<file path="src/hdl/mwv_pkg.sv">
// mwv_pkg: shared types and constants of the mask window validity check unit
// used by the front classifier, the command queue, the back end and the top level
// no dependencies
package mwv_pkg;

   // query position format
   localparam int POS_W  = 24;
   localparam int FRAC_W = 8;
   // pixel center index, wide enough for any rounded position plus edge offsets
   localparam int CT_W   = 18;
   // row and column fields of a command, sized for the largest storage
   localparam int IDX_W  = 12;
   // widest window side in pixels
   localparam int WIN_W  = 4;
   // command queue
   localparam int Q_DEPTH = 2;
   localparam int Q_AW    = 1;

   localparam logic signed [CT_W-1:0] C_ZERO = 0;
   localparam logic signed [CT_W-1:0] C_ONE  = 1;
   localparam logic signed [CT_W-1:0] C_TWO  = 2;

   // column window masks
   localparam logic [WIN_W-1:0] NC_ONE  = 4'b0001;
   localparam logic [WIN_W-1:0] NC_TWO  = 4'b0011;
   localparam logic [WIN_W-1:0] NC_FOUR = 4'b1111;

   // rows in the window, minus one
   localparam logic [1:0] NR_ONE  = 2'd0;
   localparam logic [1:0] NR_TWO  = 2'd1;
   localparam logic [1:0] NR_FOUR = 2'd3;

   localparam logic FUNC_WRITE = 1'b0;
   localparam logic FUNC_QUERY = 1'b1;

   // register indexes of the csr channel
   localparam logic [1:0] REG_MODE = 2'd0;
   localparam logic [1:0] REG_ROWS = 2'd1;
   localparam logic [1:0] REG_COLS = 2'd2;

   // result status codes
   localparam logic [1:0] ST_QUERY_DONE = 2'd0;
   localparam logic [1:0] ST_OUTSIDE    = 2'd1;
   localparam logic [1:0] ST_NOT_IMPL   = 2'd2;
   localparam logic [1:0] ST_WRITE_DONE = 2'd3;

   typedef enum logic [1:0] {
      MODE_NEAREST = 2'd0,
      MODE_LINEAR  = 2'd1,
      MODE_CUBIC   = 2'd2,
      MODE_LANCZOS = 2'd3
   } mode_type;

   typedef enum logic [1:0] {
      CMD_RESULT = 2'd0,
      CMD_WRITE  = 2'd1,
      CMD_QUERY  = 2'd2
   } cmd_kind_type;

   // one classified item on its way from front to back
   typedef struct packed {
      cmd_kind_type     kind;
      logic             ok;
      logic [1:0]       status;
      logic             wr_bit;
      logic [IDX_W-1:0] r0;
      logic [IDX_W-1:0] c0;
      logic [1:0]       nr_m1;
      logic [WIN_W-1:0] nc_mask;
   } cmd_type;

   // trunc((p + 0.5)) toward zero for a position with FRAC_W fraction bits
   function automatic logic signed [CT_W-1:0] centre_of(input logic signed [POS_W-1:0] p);
      logic signed [POS_W+1:0] s;
      logic signed [POS_W+1:0] adj;
      s   = (POS_W+2)'(p) + (POS_W+2)'(signed'(1 << (FRAC_W - 1)));
      adj = s + (s[POS_W+1] ? (POS_W+2)'(signed'((1 << FRAC_W) - 1)) : '0);
      return adj[POS_W+1:FRAC_W];
   endfunction

endpackage

</file>
<file path="src/hdl/mwv_cmd_fifo.sv">
// mwv_cmd_fifo: two-entry command queue between front and back
// depends on mwv_pkg
module mwv_cmd_fifo import mwv_pkg::*; (
   input  logic    clock,
   input  logic    reset,
   input  logic    push,
   input  cmd_type push_cmd,
   input  logic    pop,
   output cmd_type head,
   output logic    full,
   output logic    empty
);

   cmd_type         q_ff [Q_DEPTH];
   logic [Q_AW-1:0] wr_ptr_ff, wr_ptr_in;
   logic [Q_AW-1:0] rd_ptr_ff, rd_ptr_in;
   logic [Q_AW:0]   count_ff, count_in;

   assign full  = (count_ff == (Q_AW+1)'(Q_DEPTH));
   assign empty = (count_ff == '0);
   assign head  = q_ff[rd_ptr_ff];

   always_comb begin
      wr_ptr_in = wr_ptr_ff;
      rd_ptr_in = rd_ptr_ff;
      count_in  = count_ff;
      if (push) begin
         wr_ptr_in = wr_ptr_ff + 1'b1;
      end
      if (pop) begin
         rd_ptr_in = rd_ptr_ff + 1'b1;
      end
      if (push && !pop) begin
         count_in = count_ff + 1'b1;
      end else if (pop && !push) begin
         count_in = count_ff - 1'b1;
      end
   end

   always_ff @(posedge clock) begin
      if (reset) begin
         wr_ptr_ff <= '0;
         rd_ptr_ff <= '0;
         count_ff  <= '0;
      end else begin
         wr_ptr_ff <= wr_ptr_in;
         rd_ptr_ff <= rd_ptr_in;
         count_ff  <= count_in;
      end
   end

   always_ff @(posedge clock) begin
      if (push) begin
         q_ff[wr_ptr_ff] <= push_cmd;
      end
   end

endmodule

</file>
<file path="config.mk">
export PLATFORM = sky130hd
export DESIGN_NAME = mwv_cmd_fifo
export DESIGN_NICKNAME = d
export VERILOG_FILES = /design/src/hdl/mwv_pkg.sv /design/src/hdl/mwv_cmd_fifo.sv
export SDC_FILE = /design/constraint.sdc
export NUM_CORES = 1
export LEC_CHECK = 0
export BUFFER_PORTS_ARGS = -buffer_cell sky130_fd_sc_hd__buf_2
export CORE_MARGIN = 2
export CORE_UTILIZATION = 28
export DETAILED_ROUTE_END_ITERATION = 12
export HOLD_SLACK_MARGIN = 0.05
export PLACE_DENSITY = 0.5
export SLEW_MARGIN = 25
export SYNTH_ARGS = -nofsm -noshare
export SYNTH_HDL_FRONTEND = slang
export SYNTH_SLANG_ARGS = --single-unit
</file>
<file path="constraint.sdc">
create_clock -name clock -period 2.65 [get_ports clock]
set_clock_uncertainty 0.05 [all_clocks]
set_input_delay 0.265 -clock clock [delete_from_list [all_inputs] [get_ports clock]]
set_output_delay 0.265 -clock clock [all_outputs]
set_load 0.1 [all_outputs]
</file>
Word-level counts from Yosys, hierarchy flattened. Memory sizes are Yosys's and may differ from the RTL's. A register that Yosys moved wholly into a read port is not among the register bits. Index checks and enable logic that the tools add are counted.

Memories kept: 1. Input port bits: 40. Register bits after elaboration: 4. Output and inout port bits: 38. Memory bits (writable): 72. Logic and storage cells: 21.

Add/sub/neg operators: 4. Reduce and logical (&&, ||, !) cells: 6. Mux-type cells: 6. Equal/unequal tests: 1.

Memories: q_ff (depth 2, width 36, read ports 1, clocked after memory_dff 1, write ports 1, line mwv_cmd_fifo.sv:14) `cmd_type q_ff [Q_DEPTH];`.

Operator list (count): $mux W1 (4); $mux W2 (2); $add A1 B1 Y1 const B (2); $add A2 B1 Y2 const B (1); $eq A2 B2 Y1 const B (1); $logic_and A1 B1 Y1 (2); $logic_not A1 Y1 (2); $logic_not A2 Y1 (1); $reduce_bool A2 Y1 (1); $sub A2 B1 Y2 const B (1).

Longest topological paths before layout.
Depth in word-level cells: 4. Depth in mapped cells: 5.

Worst setup path after synthesis. No wires, ideal clock.

Path type: flip-flop to flip-flop. Start: register wr_ptr_ff. End: memory q_ff[0][0] in the netlist's numbering, enable pin. Cell stages (with the launch flop): 2. Path buffers: 0. Data arrival time: 1943 ps. Slack: 223 ps. Cells stage by stage: dfxtp_1 > nor2b_1.

RTL lines: from (decl) (line mwv_cmd_fifo.sv:15) `logic [Q_AW-1:0] wr_ptr_ff, wr_ptr_in;`; from (signal assigned) (line mwv_cmd_fifo.sv:46) `wr_ptr_ff <= wr_ptr_in;`; to (decl) (line mwv_cmd_fifo.sv:14).

Straight into the memory's write port.

==> impl_metrics.env <==
export IMPL_status="finished clean"
export IMPL_drt_total_wl_mm=5.391
export IMPL_fp_dieH_um=104.3
export IMPL_drt_iter0_drc=40
export IMPL_clock_path_buffers=2
export IMPL_numCtsBuffers=9
export IMPL_grt_start_max_net_pins=32
export IMPL_rsz0062_at_grt="no"
export IMPL_netlist_area_um2=2814
export IMPL_worstSetupEndpointType="output pin"
export IMPL_clk_latency_ps=340
export IMPL_worstRegToRegCells=2
export IMPL_path_cells="buf_12, mux2_2, buf_2"
export IMPL_grtUsageTotal_pct=10.60
export IMPL_wire_per_inst_um=14.00
export IMPL_startpoint_type="flip-flop"
export IMPL_fin_crit_sh_pct=75.09
export IMPL_slew_viol_final=0
export IMPL_io_buffers=77
export IMPL_area_growth_pct=37.04
export IMPL_clkTransAtPathRegs_ps=70
export IMPL_yosysSeqAreaShare_pct=80.39
export IMPL_finalSetupViolations=0
export IMPL_ctsHtreeMaxLevel=3
export IMPL_die_area_um2=10870
export IMPL_ant_nets=0
export IMPL_std_cell_rows=36
export IMPL_maxCapViolations=0
export IMPL_finalPower_mw=3.076
export IMPL_synth_largest_area_cell="edfxtp_1"
export IMPL_grt_first_pass_wirelength_mm=8.583
export IMPL_slowest_stage="dfxtp_2"
export IMPL_hold_violations=0
export IMPL_antenna_found_initial=0
export IMPL_cts_sinks=77
export IMPL_drive_above_1_share_pct=53.57
export IMPL_synth_seq_cells=77
export IMPL_netlist_instances=134
export IMPL_min_path_type="in2reg"
export IMPL_synth_area_top_cells="edfxtp_1 77%, mux2_2 14%, dfxtp_1 3.6%"
export IMPL_period_needed_ps=1990
export IMPL_critical_path_max_stage_delay_ps=420
export IMPL_avgSynthCellArea_um2=21.00
export IMPL_p_leak_nw=1.448
export IMPL_critPathTopFamily="buffers and inverters"
export IMPL_worstReg2RegEnd="q_ff[1][31]$_DFFE_PP_"
export IMPL_final_nets=289
export IMPL_r2r_start="wr_ptr_ff$_SDFFE_PP0P_"
export IMPL_initial_utilization_pct=28.79
export IMPL_critPathKind="reg2out"
export IMPL_grt_ovfl_total=0
export IMPL_crit_required_ps=2340
export IMPL_path_max_fanout=31
export IMPL_drc=0
export IMPL_cts_tree="built"
export IMPL_worstSetupEndpoint="head[14]"
export IMPL_maxSlewHeadroom_pct=66.87
export IMPL_syn_num_nets=175
export IMPL_cts_setup_buffers=0
export IMPL_ios=78
export IMPL_r2r_setup_slack_ps=1220
export IMPL_ys_types=16
export IMPL_grt_pass1_vias=1687
export IMPL_tns_ps=0
export IMPL_worst_pin_slew_ps=495.9
export IMPL_gp_congestion=0.6753
export IMPL_cts_root_buf="clkbuf_8"
export IMPL_dr_total_vias=1569
export IMPL_fp_dieW_um=104.3
export IMPL_fmax_ghz=0.5025
export IMPL_critical_path_depth=3
export IMPL_p_per_area_nw_per_um2=797.7
export IMPL_ir_worst_vdd_uv=375.7
export IMPL_first_pass_iters=4
export IMPL_crit_buf_inv=2
export IMPL_n_antenna_cell=0
export IMPL_avgViaCountPerCell=4.075
export IMPL_yosysWarnings=0
export IMPL_arrival_ps=1670
export IMPL_num_fill_cells=934
export IMPL_hpwlAfterDp_mm=3.343
export IMPL_synth_top_area_share_pct=76.83
export IMPL_core_um2=9774
==> logic make-up (layout without fill, tap and decap cells) <==
| group | count (synthesis) | after routing | share of synthesized area [%] |
|---|---|---|---|
| AO/OA/AOI/OAI | 2 | 2 | 0.3554 |
| XOR/XNOR | 4 | 4 | 1.245 |
| adder cells (fa/ha/maj) | 1 | 1 | 0.4446 |
| buffers and inverters | 5 | 123 | 1.511 |
| AND/OR/NAND/NOR | 9 | 9 | 1.646 |
| flip-flops | 77 | 77 | 80.39 |
| multiplexers | 36 | 36 | 14.41 |
==> per-layer routing <==
metal	GRT usage (%)	share of wire, %	vias to the layer above
met5	0	0	-
met4	6.757	3.2	0
met3	3.008	4.7	14
met2	17.62	50	53
met1	11.95	42	758
li1	-	-	744
==> report_power, final <==
group | total (mW) | internal [mW] | switching [mW]
registers | 1.44 | 1.41 | 0.0242
clock network | 0.844 | 0.429 | 0.414
logic | 0.794 | 0.178 | 0.616
==> stage by stage <==
step                      worst slack [ps]  instances  instance area (µm²)  hold WS (ps)  util [%]
final                                660.1        385                 3856         74.66     39.45
after global routing                 576.4        385                 3856         51.22     39.45
after CTS                            607.4        385                 3856         50.64     39.45
after detailed placement             994.2        343                 3397         406.1     34.75
after global placement                1012        343                 3397         403.1     34.75
after floorplan                      223.2        134                 2814         284.1         -
==> Yosys cell counts <==
library cell  count
a21oi_1           1
and2_1            1
and2b_2           1
buf_2             1
buf_6             3
dfxtp_1           5
edfxtp_1         72
ha_1              1
inv_1             1
mux2_2           36
nor2_1            5
nor2b_1           1
o21ai_0           1
or3_1             1
xnor2_1           2
xor2_1            2
==> timing repair <==
| action | in CTS | in global routing |
|---|---|---|
| gates resized for setup | 0 | 0 |
| hold endpoints to repair | 52 | 0 |
| hold buffers | 27 | 0 |
==> state kept, by name, summed over array words and instances, names as in the netlist, named ones only <==
name / flops
count_ff: 2
q_ff: 72
rd_ptr_ff: 1
wr_ptr_ff: 1
==> layout make-up <==
type	count	area, µm²	share of cell area (%)
clock buffer	9	123.9	3.212
clock inverter	6	65.06	1.687
inverter	1	3.754	0.09734
multi-input combinational	52	518.0	13.43
sequential	77	2263	58.70
tap	133	166.4	4.315
timing repair buffer	107	715.7	18.56
==> how the worst min path moves through the flow <==
stage            startpoint                       end  slack [ps]  cells past startpoint
2_1_floorplan         reset  count_ff[1]$_SDFFE_PP0P_         280                      1
3_3_place_gp   push_cmd[28]     q_ff[0][28]$_DFFE_PP_         400                      1
3_5_place_dp   push_cmd[32]     q_ff[0][32]$_DFFE_PP_         410                      1
4_1_cts         push_cmd[2]      q_ff[1][2]$_DFFE_PP_          50                      1
5_1_grt         push_cmd[4]      q_ff[0][4]$_DFFE_PP_          50                      1
6_report        push_cmd[4]      q_ff[0][4]$_DFFE_PP_          70                      1
==> cell usage in the layout, fill, tap and decap left out, types with 2 or more instances in the layout <==
cell | Yosys | layout
nor2_1 | 5 | 5
mux2_2 | 36 | 36
buf_12 | 0 | 3
xor2_1 | 2 | 2
clkinv_4 | 0 | 2
buf_2 | 1 | 77
dfxtp_1 | 5 | 4
clkbuf_8 | 0 | 9
clkinv_2 | 0 | 2
edfxtp_1 | 72 | 72
dlygate4sd3_1 | 0 | 27
xnor2_1 | 2 | 2
Note: power is estimated with default switching activity, not from simulation.
