$ cat src/hdl/mwv_pkg.sv
// mwv_pkg: shared types and constants of the mask window validity check unit
// used by the front classifier, the command queue, the back end and the top level
// no dependencies
package mwv_pkg;

   // query position format
   localparam int POS_W  = 24;
   localparam int FRAC_W = 8;
   // pixel center index, wide enough for any rounded position plus edge offsets
   localparam int CT_W   = 18;
   // row and column fields of a command, sized for the largest storage
   localparam int IDX_W  = 12;
   // widest window side in pixels
   localparam int WIN_W  = 4;
   // command queue
   localparam int Q_DEPTH = 2;
   localparam int Q_AW    = 1;

   localparam logic signed [CT_W-1:0] C_ZERO = 0;
   localparam logic signed [CT_W-1:0] C_ONE  = 1;
   localparam logic signed [CT_W-1:0] C_TWO  = 2;

   // column window masks
   localparam logic [WIN_W-1:0] NC_ONE  = 4'b0001;
   localparam logic [WIN_W-1:0] NC_TWO  = 4'b0011;
   localparam logic [WIN_W-1:0] NC_FOUR = 4'b1111;

   // rows in the window, minus one
   localparam logic [1:0] NR_ONE  = 2'd0;
   localparam logic [1:0] NR_TWO  = 2'd1;
   localparam logic [1:0] NR_FOUR = 2'd3;

   localparam logic FUNC_WRITE = 1'b0;
   localparam logic FUNC_QUERY = 1'b1;

   // register indexes of the csr channel
   localparam logic [1:0] REG_MODE = 2'd0;
   localparam logic [1:0] REG_ROWS = 2'd1;
   localparam logic [1:0] REG_COLS = 2'd2;

   // result status codes
   localparam logic [1:0] ST_QUERY_DONE = 2'd0;
   localparam logic [1:0] ST_OUTSIDE    = 2'd1;
   localparam logic [1:0] ST_NOT_IMPL   = 2'd2;
   localparam logic [1:0] ST_WRITE_DONE = 2'd3;

   typedef enum logic [1:0] {
      MODE_NEAREST = 2'd0,
      MODE_LINEAR  = 2'd1,
      MODE_CUBIC   = 2'd2,
      MODE_LANCZOS = 2'd3
   } mode_type;

   typedef enum logic [1:0] {
      CMD_RESULT = 2'd0,
      CMD_WRITE  = 2'd1,
      CMD_QUERY  = 2'd2
   } cmd_kind_type;

   // one classified item on its way from front to back
   typedef struct packed {
      cmd_kind_type     kind;
      logic             ok;
      logic [1:0]       status;
      logic             wr_bit;
      logic [IDX_W-1:0] r0;
      logic [IDX_W-1:0] c0;
      logic [1:0]       nr_m1;
      logic [WIN_W-1:0] nc_mask;
   } cmd_type;

   // trunc((p + 0.5)) toward zero for a position with FRAC_W fraction bits
   function automatic logic signed [CT_W-1:0] centre_of(input logic signed [POS_W-1:0] p);
      logic signed [POS_W+1:0] s;
      logic signed [POS_W+1:0] adj;
      s   = (POS_W+2)'(p) + (POS_W+2)'(signed'(1 << (FRAC_W - 1)));
      adj = s + (s[POS_W+1] ? (POS_W+2)'(signed'((1 << FRAC_W) - 1)) : '0);
      return adj[POS_W+1:FRAC_W];
   endfunction

endpackage

$ cat src/hdl/mwv_front.sv
// mwv_front: input stage and classifier of the mask window validity check unit
// rounds the query position, picks the window and pushes a command to the queue
// depends on mwv_pkg
module mwv_front import mwv_pkg::*; #(
   parameter int MAX_ROWS = 64,
   parameter int MAX_COLS = 64
) (
   input  logic                    clock,
   input  logic                    reset,
   input  logic                    start,
   output logic                    busy,
   input  logic                    req_func,
   input  logic [5:0]              req_wr_row,
   input  logic [5:0]              req_wr_col,
   input  logic                    req_wr_bit,
   input  logic signed [POS_W-1:0] req_pos_x,
   input  logic signed [POS_W-1:0] req_pos_y,
   input  mode_type                mode,
   input  logic [6:0]              num_rows,
   input  logic [6:0]              num_cols,
   input  logic                    q_full,
   output logic                    push,
   output cmd_type                 cmd
);

   logic                    s1_valid_ff, s1_valid_in;
   logic                    s1_func_ff;
   logic [5:0]              s1_wr_row_ff;
   logic [5:0]              s1_wr_col_ff;
   logic                    s1_wr_bit_ff;
   logic signed [POS_W-1:0] s1_pos_x_ff;
   logic signed [POS_W-1:0] s1_pos_y_ff;
   logic                    accept;

   logic signed [CT_W-1:0] ci, cj, li, lj, rows_e, cols_e;
   logic                   near_in, lin_in, cub_edge, wr_in_range;

   assign busy   = s1_valid_ff & q_full;
   assign accept = start & ~busy;
   assign push   = s1_valid_ff & ~q_full;

   always_comb begin
      s1_valid_in = s1_valid_ff;
      if (accept) begin
         s1_valid_in = 1'b1;
      end else if (push) begin
         s1_valid_in = 1'b0;
      end
   end

   always_ff @(posedge clock) begin
      if (reset) begin
         s1_valid_ff <= 1'b0;
      end else begin
         s1_valid_ff <= s1_valid_in;
      end
   end

   always_ff @(posedge clock) begin
      if (accept) begin
         s1_func_ff   <= req_func;
         s1_wr_row_ff <= req_wr_row;
         s1_wr_col_ff <= req_wr_col;
         s1_wr_bit_ff <= req_wr_bit;
         s1_pos_x_ff  <= req_pos_x;
         s1_pos_y_ff  <= req_pos_y;
      end
   end

   // extents in use, clipped to the storage
   always_comb begin
      if (32'(num_rows) > MAX_ROWS) begin
         rows_e = CT_W'(MAX_ROWS);
      end else begin
         rows_e = CT_W'(num_rows);
      end
      if (32'(num_cols) > MAX_COLS) begin
         cols_e = CT_W'(MAX_COLS);
      end else begin
         cols_e = CT_W'(num_cols);
      end
   end

   assign ci = centre_of(s1_pos_x_ff);
   assign cj = centre_of(s1_pos_y_ff);

   // linear window moves back by one on the last row or column
   assign li = (ci == rows_e - C_ONE) ? ci - C_ONE : ci;
   assign lj = (cj == cols_e - C_ONE) ? cj - C_ONE : cj;

   assign near_in  = (ci >= C_ZERO) && (ci <= rows_e - C_ONE) &&
                     (cj >= C_ZERO) && (cj <= cols_e - C_ONE);
   assign lin_in   = (li >= C_ZERO) && (li + C_ONE <= rows_e - C_ONE) &&
                     (lj >= C_ZERO) && (lj + C_ONE <= cols_e - C_ONE);
   assign cub_edge = (ci <= C_ZERO) || (ci >= rows_e - C_TWO) ||
                     (cj <= C_ZERO) || (cj >= cols_e - C_TWO);

   assign wr_in_range = (32'(s1_wr_row_ff) < MAX_ROWS) && (32'(s1_wr_col_ff) < MAX_COLS);

   always_comb begin
      cmd.kind    = CMD_RESULT;
      cmd.ok      = 1'b0;
      cmd.status  = ST_OUTSIDE;
      cmd.wr_bit  = s1_wr_bit_ff;
      cmd.r0      = '0;
      cmd.c0      = '0;
      cmd.nr_m1   = NR_ONE;
      cmd.nc_mask = NC_ONE;
      if (s1_func_ff == FUNC_WRITE) begin
         cmd.status = ST_WRITE_DONE;
         cmd.r0     = IDX_W'(s1_wr_row_ff);
         cmd.c0     = IDX_W'(s1_wr_col_ff);
         if (wr_in_range) begin
            cmd.kind = CMD_WRITE;
            cmd.ok   = 1'b1;
         end
      end else begin
         case (mode)
            MODE_NEAREST: begin
               if (near_in) begin
                  cmd.kind = CMD_QUERY;
                  cmd.r0   = IDX_W'(ci);
                  cmd.c0   = IDX_W'(cj);
               end
            end
            MODE_LINEAR: begin
               if (lin_in) begin
                  cmd.kind    = CMD_QUERY;
                  cmd.r0      = IDX_W'(li);
                  cmd.c0      = IDX_W'(lj);
                  cmd.nr_m1   = NR_TWO;
                  cmd.nc_mask = NC_TWO;
               end
            end
            MODE_CUBIC: begin
               if (!cub_edge) begin
                  cmd.kind    = CMD_QUERY;
                  cmd.r0      = IDX_W'(ci - C_ONE);
                  cmd.c0      = IDX_W'(cj - C_ONE);
                  cmd.nr_m1   = NR_FOUR;
                  cmd.nc_mask = NC_FOUR;
               end else if (lin_in) begin
                  cmd.kind    = CMD_QUERY;
                  cmd.r0      = IDX_W'(li);
                  cmd.c0      = IDX_W'(lj);
                  cmd.nr_m1   = NR_TWO;
                  cmd.nc_mask = NC_TWO;
               end
            end
            default: begin
               cmd.status = ST_NOT_IMPL;
            end
         endcase
         if (cmd.kind == CMD_QUERY) begin
            cmd.ok     = 1'b1;
            cmd.status = ST_QUERY_DONE;
         end
      end
   end

endmodule

$ cat config.mk
export PLATFORM = sky130hd
export DESIGN_NAME = mwv_front
export DESIGN_NICKNAME = d
export VERILOG_FILES = /design/src/hdl/mwv_pkg.sv /design/src/hdl/mwv_front.sv
export SDC_FILE = /design/constraint.sdc
export NUM_CORES = 1
export LEC_CHECK = 0
export BUFFER_PORTS_ARGS = -buffer_cell sky130_fd_sc_hd__clkbuf_2
export CAP_MARGIN = 0
export CORE_AREA = 4 4 154 156
export CTS_BUF_LIST = sky130_fd_sc_hd__clkbuf_8 sky130_fd_sc_hd__clkbuf_16
export CTS_CLUSTER_SIZE = 8
export DETAILED_ROUTE_END_ITERATION = 10
export DIE_AREA = 0 0 158 160
export PLACE_DENSITY = 0.71
export SETUP_SLACK_MARGIN = 0.3
export SLEW_MARGIN = 20
export SYNTH_ARGS = -nofsm -noshare
export SYNTH_HDL_FRONTEND = slang
export SYNTH_SLANG_ARGS = --single-unit
$ cat constraint.sdc
create_clock -name clock -period 10.94 [get_ports clock]
set_input_delay 2.188 -clock clock [delete_from_list [all_inputs] [get_ports clock]]
set_output_delay 2.188 -clock clock [all_outputs]
set_load 0.01 [all_outputs]
**Word level (Yosys, flattened, before mapping)**

Cells that the tools add are included.

- Register bits after elaboration: 63
- Input bits: 82
- Output and inout port bits: 38
- Word-level logic and storage cells: 78

- Add/sub/neg operators: 12
- Magnitude comparators: 14
- Equality and inequality tests: 5
- Multiplexer cells: 23
- Bitwise gates (word level): 5
- Reductions and logical operators: 12

Operators by type and width:

| cell | number |
|---|---|
| $ge A18 B1 Y1 const B | 4 |
| $le A18 B18 Y1 | 4 |
| $pmux W24 S3 | 1 |
| $sub A18 B2 Y18 const B | 4 |
| $mux W30 | 2 |
| $add A25 B9 Y26 | 2 |
| $add A24 B9 Y25 const B | 2 |
| $mux W24 | 2 |
| $add A18 B2 Y18 const B | 2 |
| $eq A18 B18 Y1 | 2 |
| $ge A18 B18 Y1 | 2 |
| $le A18 B1 Y1 const B | 2 |
| $mux W18 | 2 |
| $sub A18 B3 Y18 const B | 2 |
| $mux W8 | 2 |
| $gt A7 B7 Y1 const B | 2 |
| $mux W7 | 2 |
| $pmux W6 S2 | 1 |
| $mux W2 | 5 |
| $logic_and A1 B1 Y1 | 6 |
| $mux W6 | 1 |
| $pmux W2 S3 | 1 |
| $mux W5 | 1 |
| $eq A2 B2 Y1 const B | 2 |
| 9 further kinds | 15 |

**Longest topological paths before layout**

Gate-level depths: netlist of run 1.

- Word-level depth: 17
- Depth in mapped cells: 43
- Gate-level depth less buffers: 39

**Worst setup path before layout of run 1**

Ideal clock, no wire load.

- Path kind: register to output
- Start point: register s1_pos_x_ff[11]
- End point: output cmd[27] in the netlist's numbering
- Arrival time: 9.434 ns
- Data required time: 8.752 ns
- Slack: -0.682 ns
- Stages on the path, launching flop included: 41
- Path buffers: 3
- Cell sequence: edfxtp_1 buf_2 nand3_1 nor3_1 a21boi_0 ha_1 and3_1 nand4_1 or3_1 buf_2 a211o_1 nor3b_1 nand2_1 nor3_1 xor2_1 inv_1 ha_1 nand2_1 [5 not listed] nand2_1 a2111oi_1 nand3_1 or2_1 nand2b_1 xnor2_1 ha_1 a21oi_1 o21ai_0 a211oi_1 o31ai_1 a2bb2oi_1 or3b_4 nor3_4 buf_2 o21ai_2 or3_1 a211oi_1

RTL lines:

| element | RTL line | source |
|---|---|---|
| from (decl) | mwv_front.sv:31 | `logic signed [POS_W-1:0] s1_pos_x_ff;` |
| from (signal assigned) | mwv_front.sv:65 | `s1_pos_x_ff <= req_pos_x;` |
| to (decl) | mwv_front.sv:23 | `output cmd_type cmd` |

==> results.md, run 1 <==
Status:
- The flow ran to the end, but the final reports show violations.
- The final reports fail on setup timing.

Clock network:
- The H-tree was split into 3 levels.
- The later pin in the worst-skew pair is clocked with a latency of 330 ps.
- In this run, CTS created clock tree buffers numbering 9.
- The hold-fix buffer count after cts is 0.
- The clock net in this run drives a total of 63 sinks.
- TritonCTS built the clock tree.
- The buffer type at the clock tree root is sky130_fd_sc_hd__clkbuf_16.
- The clock slew seen by the registers of the worst setup and hold paths is around 50 ps.
- The buffer depth of the longest clock path is 2.

Floorplan:
- In this run the standard cell core region covers between 20000 and 25000 sq um.
- For this design the top-level I/O count stands at 120.
- The width of the chip is 158 um.
- The initialized floorplan defines 55 standard-cell rows.
- For this configuration, the core starts out at a cell density of 0.485.
- The die outline area is about 25000 sq um.
- The floorplan step set the die height to about 160 um.

Route:
- After detailed routing, the number of remaining DRC violations is 0.
- The remaining antenna violation count after routing is 0.
- The number of design-rule violations left by the first detailed-router iteration is 1399.
- The via count is 12845.
- The pre-antenna-repair detailed-routing pass consisted of 7 iterations.
- The routed wirelength normalized by instance count is between 15 and 20 um.
- After detailed routing, the number of vias per cell comes to 6.12.
- The wire length after detailed routing is 41400 um.

Global routing:
- The met3 global-route usage is 0.0775.
- After global routing, the most crowded layer is met2.
- The number of global-route vias before repair is about 12000.
- The initial antenna violation count is 0.
- For met2 alone, demand over resource in global routing was 0.452.
- The pin count of the biggest net entering global routing is 39.
- The wire length of the first global-routing pass is 63100 um.
- Across every metal layer, demand over resource in global routing totals 0.311.
- The global-route met1 utilization is 0.450.
- The overall overflow remaining after global route is 0.

Finish:
- The area growth from synthesis to layout is 41.9%.
- The number of antenna diodes in the final layout is 0.
- Registers take 1880 sq um.
- The footprint of the multi-input gates is 9280 sq um.
- At the end of the flow, the number of nets in the layout was 2030.
- The final design instance area without fill is around 15000 sq um.
- The count of fill cells added during filler insertion is 1811.
- The utilization of the core after routing is 0.688.
- The layout cell share with drive strength beyond 1 is 0.363.
- The count of cells in the finished layout, fillers not included, comes to 2099.

Critical path:
- The startpoint type of the worst setup path is a flop.
- At the worst endpoint, the required time is about 9000 ps.
- The classification of the worst setup path is flop to output port.
- Along the worst path, the maximum fanout reaches 7.
- The largest single stage delay on the critical path is 470 ps.
- The standard cell with the maximum stage delay on the critical path is sky130_fd_sc_hd__a2111oi_4.
- The worst setup path is captured at an output port.
- Data on the critical path arrives at its endpoint at 9170 ps.

Timing:
- Hold timing on the final database bottoms out at a slack of 662 ps.
- For the final database, setup skew stands at 3.71 ps.
- The slew at the pin with the worst max-slew slack is 1150 ps.
- The count of final max-slew check failures is 0.
- The count of final setup violators is 29.
- After routing, the total negative slack on setup checks comes to -8100 ps.
- Setup repair after global routing could not meet its margin everywhere.
- Setup slack on the critical path of the routed design comes to -419 ps.
- For this run, the top clock speed supported by timing is 0.0880 GHz.
- The worst path in the final design needs a cycle of 11360 ps, including I/O delays and setup.
- The final cycle utilization of the critical path is 1.04.
- Headroom to the max-slew limit came out at 0.226.
- The number of hold-slack violations in the final timing report is 0.

Pwr:
- The switching power is 0.445 mW.
- The clock share of power is 0.222.
- The power per standard cell area is between 70 and 80 nW/um^2.
- The total internal power is 0.694 mW.
- The maximum vdd drop is about 0.00011 V.
- Total power for the finished layout comes to 1.14 mW.
- Of the total power, combinational logic draws 0.523.
- Of the total power, the share spent switching nets is 0.391.
- For this design the static power due to leakage is ~6.6 nW.
- The share of total power dissipated in sequential elements is 0.255.

Yosys:
- The count of mapped cells out of synthesis is 1373.
- In this run, distinct cell masters in the synthesized netlist total 98.
- The mapped netlist covers between 10000 and 15000 sq um.
- Of the synthesized area, sequential elements account for 0.174.
- The post-synthesis sequential element count is 63.
- The count of flip-flops with a built-in enable after synthesis is 62.
- Each instance of the synthesized netlist takes up on average 7.90 sq um.
- Counting flops with an async set or reset pin after synthesis yields a share of 0.
- The dominant synthesized flop cell is sky130_fd_sc_hd__edfxtp_1.
- The synthesized netlist net count is 1594.
- The total number of yosys warnings is 0.

Placed design:
- The cell area reported after detailed placement is 13800 sq um.
- The port buffer count is around 120.
- The total instance count after detailed placement is 2014.
- The final RePlAce weighted congestion is 1.04.
- The final HPWL from detailed placement is 33000 um.
- The pre-CTS setup slack is -747 ps.

Hold path:
- The classification of the worst-slack hold path is flop to flop.

Job:
- The number of max-cap violations is 0.
[cell type report]
| class | count | area share |
|---|---|---|
| timing repair buffer | 477 | 0.218 |
| clock buffer | 9 | 0.0146 |
| tap | 285 | 0.0232 |
| sequential | 63 | 0.122 |
| inverter | 65 | 0.0159 |
| multi-input combinational | 1193 | 0.603 |
| clock inverter | 7 | 0.00268 |
[final timing paths]
| path | endpoint | start | cells after the start | slack, ps |
|---|---|---|---|---|
| worst max register to register | s1_pos_y_ff[10] | s1_valid_ff | 3 | 8990 |
| worst max-delay path | cmd[11] | s1_pos_x_ff[8] | 40 | -420 |
| worst min-delay path | s1_valid_ff | s1_valid_ff | 3 | 660 |
| worst min register to register | s1_valid_ff | s1_valid_ff | 3 | 660 |
[Yosys cell counts, types with 6 or more instances]
library cell / count / area [sq um]
sky130_fd_sc_hd__nor3_1: 55 / 275
sky130_fd_sc_hd__o21a_1: 19 / 143
sky130_fd_sc_hd__a32oi_1: 6 / 52.6
sky130_fd_sc_hd__xor2_1: 37 / 324
sky130_fd_sc_hd__a31oi_1: 15 / 93.8
sky130_fd_sc_hd__and4_1: 6 / 52.6
sky130_fd_sc_hd__ha_1: 139 / 1740
sky130_fd_sc_hd__buf_2: 10 / 50.1
sky130_fd_sc_hd__o221ai_1: 6 / 52.6
sky130_fd_sc_hd__and2_1: 23 / 144
sky130_fd_sc_hd__or3_1: 14 / 87.6
sky130_fd_sc_hd__nor4_1: 17 / 106
sky130_fd_sc_hd__mux2_2: 6 / 67.6
sky130_fd_sc_hd__nand2b_1: 17 / 106
sky130_fd_sc_hd__edfxtp_1: 62 / 1860
sky130_fd_sc_hd__a22oi_1: 6 / 45.0
sky130_fd_sc_hd__buf_4: 6 / 45.0
sky130_fd_sc_hd__a21oi_1: 93 / 465
sky130_fd_sc_hd__o211ai_1: 17 / 128
sky130_fd_sc_hd__a2111oi_0: 7 / 61.3
sky130_fd_sc_hd__inv_1: 64 / 240
sky130_fd_sc_hd__o31ai_1: 12 / 90.1
sky130_fd_sc_hd__a21boi_0: 8 / 60.1
sky130_fd_sc_hd__mux2i_1: 11 / 110
sky130_fd_sc_hd__nand2_1: 106 / 398
sky130_fd_sc_hd__a21o_1: 37 / 278
sky130_fd_sc_hd__a211oi_1: 7 / 52.6
sky130_fd_sc_hd__clkbuf_1: 32 / 120
sky130_fd_sc_hd__nor2b_1: 18 / 113
sky130_fd_sc_hd__nand3_1: 58 / 290
sky130_fd_sc_hd__or4_1: 8 / 60.1
sky130_fd_sc_hd__nor2_1: 111 / 417
sky130_fd_sc_hd__o21ai_0: 61 / 305
sky130_fd_sc_hd__o31a_1: 6 / 52.6
sky130_fd_sc_hd__and3_1: 21 / 131
sky130_fd_sc_hd__nand4_1: 41 / 257
sky130_fd_sc_hd__o211a_1: 6 / 60.1
sky130_fd_sc_hd__or2_2: 7 / 43.8
sky130_fd_sc_hd__o22ai_1: 12 / 75.1
sky130_fd_sc_hd__nor3b_1: 6 / 45.0
sky130_fd_sc_hd__xnor2_1: 72 / 631
[flip-flops by register name, summed over array words and instances, names as in the netlist]
signal / count
s1_func_ff: 1
s1_pos_x_ff: 24
s1_pos_y_ff: 24
s1_valid_ff: 1
s1_wr_bit_ff: 1
s1_wr_col_ff: 6
s1_wr_row_ff: 6
[routing by layer]
layer	wire [um]	vias up
met2	17500	654
met4	1370	0
met3	4070	91
li1	-	6080
met5	0	-
met1	18400	6020
[kinds of logic (layout without fill, tap and decap cells)]
logic type	count (synthesis)	after routing	share of synthesized area
multiplexers	18	18	0.0177
buffers and inverters	117	558	0.0447
other	1	1	0.000346
adder cells (fa/ha/maj)	140	140	0.161
XOR/XNOR	115	115	0.0988
AO/OA/AOI/OAI	380	380	0.242
AND/OR/NAND/NOR	539	539	0.262
flip-flops	63	63	0.174
[power by group through the flow]
| stage | logic, mW | registers [mW] | clock network (mW) |
|---|---|---|---|
| after floorplan | 0.311 | 0.296 | 0 |
| after global placement | 0.520 | 0.294 | 0 |
| after global routing | 0.648 | 0.291 | 0.273 |
| after detailed placement | 0.531 | 0.295 | 0 |
| after CTS | 0.557 | 0.290 | 0.259 |
| final | 0.596 | 0.290 | 0.253 |
[placed cells by master (no fill, tap or decap), drive strengths merged, types with 10 or more instances in the layout]
cell type / count
o22ai: 13
o21ai: 66
o211ai: 18
nand3: 59
and3: 22
nand4: 41
mux2i: 12
xor2: 37
o31ai: 13
or3: 14
or4: 10
o21a: 19
nor2: 111
a21o: 37
a2111oi: 11
a31oi: 15
nor4: 22
xnor2: 75
edfxtp: 62
ha: 139
nand2: 106
nor2b: 18
and2: 23
nor3: 57
a21oi: 94
clkbuf: 107
inv: 65
buf: 379
nand2b: 17
[repair_timing]
item	4_1_cts	5_1_grt
pin swaps	53	48
endpoints found under the hold margin	0	0
buffers inserted	56	13
setup endpoints to repair	29	32
resized for setup	66	120
[critical path: cells and delay by family, from the launching register on]
kind	cells	cell delay, ps
flops	1	360
fa+ha+maj	3	890
xor+xnor	1	180
simple gates	22	4440
buf+inv	6	820
compound gates	8	2110
(Power assumes the default switching activity.)
==> run 2: changes to the inputs <==
Settings changed: PLACE_DENSITY 0.71 to 0.68.
Clock period 10.94 ns to 14.5 ns, I/O delays scaled along.
==> run 2 against run 1 <==
The run now ends clean. Clock-buffer cell count is the same. First-iteration DRC count shrank 18%. Via count shrank 13%. Combinational power shrank 43%. Non-clock buffer count shrank 326. Register-to-register slack gained 3600 ps. Clock skew shrank 0.52 ps. Total power shrank 33%. Global-route usage shrank 3.8 points. Sequential power shrank 22%. Critical endpoint is now cmd[28]. Highest routed layer unchanged.
==> results.md, run 2 (synthesis gave the netlist of run 1 again) <==
Clock network:
- The depth of the CTS H-tree came to 3 (unchanged).
- The number of sinks driven by the clock tree is 63 (unchanged).
- The hold-fix buffer count after cts came to 0 (unchanged).
- The buffer depth of the longest clock path is 2 (unchanged).
- The clock slew seen by the registers of the worst setup and hold paths is 50 ps (about the same).
- The number of clock buffers inserted by TritonCTS was 9 (unchanged).
- The clock insertion delay at the later pin of the skew report is 330 ps (about the same).
- TritonCTS built the clock tree.
- The buffer type at the clock tree root is sky130_fd_sc_hd__clkbuf_16.

Route:
- The routed wirelength normalized by instance count was 20.2 um (+2.3%).
- The number of design-rule violations left by the first detailed-router iteration was 1143 (-18%).
- The number of vias per cell is 6.28 (+2.7%).
- The remaining antenna violation count after routing came to 0 (unchanged).
- The number of detailed-routing iterations run before antenna repair is 6 (-1).
- The via count is 11137 (-13%).
- The DRC violations left came to 0 (unchanged).
- The wire length after detailed routing is 35700 um (-14%).

Pwr:
- The maximum vdd drop is 0.0000845 V (-26%).
- The power per standard cell area is 63.0 nW/um^2 (-15%).
- The leakage component of the power is 4.88 nW (-26%).

Critical path:
- In this design, the largest share of critical-path delay is due to simple AND/OR/NAND/NOR gates.
- In this run the critical register-to-register path is launched from s1_valid_ff.
- The depth of the worst register-to-register path was 3 (unchanged).
- The required time at the worst-slack endpoint is 11600 ps (+2850 ps).
- The highest cell delay on the worst timing path came to 460 ps (about the same).
- STA classifies the critical path endpoint as an output port.
- The arrival time reported for the critical path endpoint was 10800 ps (+1630 ps).
- The highest net fanout along the worst path is 12 (+5).
- The endpoint identified for the worst register-to-register timing path is s1_pos_y_ff[19].
- The number of buffer and inverter instances along the worst setup path came to 5 (-1).
- The classification of the worst setup path is input port to output port.
- Among all stages on the critical path, the largest delay is contributed by sky130_fd_sc_hd__a211oi_1.
- STA classifies the critical path startpoint as an input port.
- The slack of the worst reg-to-reg path is 12560 ps (+3570 ps).

Finish:
- The number of cells in the finished layout apart from fillers is 1772 (-16%).
- In the layout the commonest cells are sky130_fd_sc_hd__ha_1, sky130_fd_sc_hd__clkbuf_2, sky130_fd_sc_hd__nor2_1.
- The layout cell share with drive strength beyond 1 is 0.151 (-0.211).
- The area growth from synthesis to final layout is 12.3%.
- The largest registers in the layout are s1_pos_x_ff: 24 flops, s1_pos_y_ff: 24 flops.
- The number of nets in the finished design is 1704 (-16%).
- The most common cell after layout, fill and taps aside is sky130_fd_sc_hd__ha_1.
- The number of antenna repair diodes is 0 (unchanged).
- The final design instance area without fill is 12200 sq um (-21%).

Global routing:
- The overall overflow remaining after global route came to 0 (unchanged).
- The pin count of the biggest net entering global routing is 39 (unchanged).
- The global router's overall resource usage came to 0.273 (-0.0382).
- The wire length of the first global-routing pass came to 55200 um (-13%).
- The initial antenna violation count is 0 (unchanged).
- The number of global-route vias before repair came to 10157 (-15%).

Placed design:
- The cell area reported after detailed placement is 11800 sq um (-15%).
- The pre-CTS setup slack was 381 ps (+1130 ps).
- The total instance count after detailed placement was 1753 (-13%).
- The port buffer count is 118 (unchanged).
- The final RePlAce weighted congestion is 0.967 (-7.1%).
- The final HPWL from detailed placement is 29000 um (-12%).

Floorplan:
- The die boundary height is 160 um (unchanged).
- The standard cell core area came to 22400 sq um (unchanged).
- The width of the chip was 158 um (unchanged).
- The starting density of the core came to 0.485 (unchanged).
- The count of standard-cell rows was 55 (unchanged).
- The number of top-level pins is 120 (unchanged).
- The die outline area is 25300 sq um (unchanged).

Hold path:
- The number of stages on the worst hold path came to 3 (unchanged).
- For hold timing, the worst endpoint is s1_valid_ff.
- The classification of the worst-slack hold path is flop to flop.
- The worst min-delay path startpoint is s1_valid_ff.

Timing:
- For the finished layout, the period the worst path requires is about 14000 ps.
- The final cycle utilization of the critical path is 0.945.
- The largest clock skew in the final design is 3.19 ps (-0.516 ps).
- The slew at the pin with the worst max-slew slack was 1020 ps (-134 ps).
- Setup repair after global routing left no endpoint under its margin.
- The setup TNS is 0 ps (+8100 ps).
- The worst setup margin came to 801 ps (+1220 ps).
- For this run, the top clock speed supported by timing is 0.0730 GHz.
- The count of final max-slew check failures is 0 (unchanged).
- The number of hold-slack violations in the final timing report was 0 (unchanged).
- The headroom to the max-slew limit was 0.316 (+0.0904).
- The count of final setup violators is 0 (-100%).

Status:
- The flow ran to the end, and the final reports show no timing, DRC or antenna violations.

Job:
- The number of max-cap violations is 0 (unchanged).
run 2: worst max-delay path by stage:
| stage | end | cells after the start | startpoint |
|---|---|---|---|
| 3_3_place_gp | cmd[28] | 41 | s1_pos_x_ff[11] |
| 5_1_grt | cmd[11] | 42 | s1_pos_x_ff[10] |
| 2_1_floorplan | cmd[27] | 32 | num_rows[6] |
| 6_report | cmd[28] | 34 | num_rows[6] |
| 3_5_place_dp | cmd[28] | 41 | s1_pos_x_ff[11] |
| 4_1_cts | cmd[28] | 41 | s1_pos_x_ff[11] |
run 2: metal layers:
layer | up-vias | track usage | wire length, um
met2 | 542 | 0.388 | 14800
met4 | 0 | 0.0694 | 720
met3 | 50 | 0.0496 | 3730
met1 | 5122 | 0.423 | 16500
li1 | 5423 | - | -
met5 | - | 0 | 0
run 2: area by class of cell:
class / count / area [sq um]
Fill cell: 2132 / 10200
Multi-Input combinational cell: 1193 / 8560
Sequential cell: 63 / 1880
Timing Repair Buffer: 151 / 851
Tap cell: 285 / 357
Inverter: 65 / 244
Clock buffer: 9 / 225
Clock inverter: 6 / 53.8
run 2: timing repair:
action	CTS	global route
hold endpoints to repair	0	0
pin swaps	0	3
endpoints found under the setup margin	23	29
buffers inserted	0	4
gates resized for setup	2	15
run 2: worst register-to-register path, delay by kind of cell (launching register included):
family                 cells  cell delay, ps
and+or+nand+nor            2             740
buffers and inverters      1             530
DFF                        1             300
run 2: report_power, final:
| part | switching, mW | leakage (nW) | internal (mW) | total (mW) |
|---|---|---|---|---|
| registers | 0.0127 | 0.608 | 0.214 | 0.227 |
| clock network | 0.0717 | 0.138 | 0.130 | 0.201 |
| logic | 0.209 | 4.13 | 0.130 | 0.339 |
run 2: through the flow:
step                total power [mW]   util  hold slack (ps)
detailed placement             0.556  0.526              688
global route                   0.814  0.544              745
global placement               0.551  0.526              642
CTS                            0.762  0.539              695
finish                         0.767  0.544              690
floorplan                      0.455      -              629
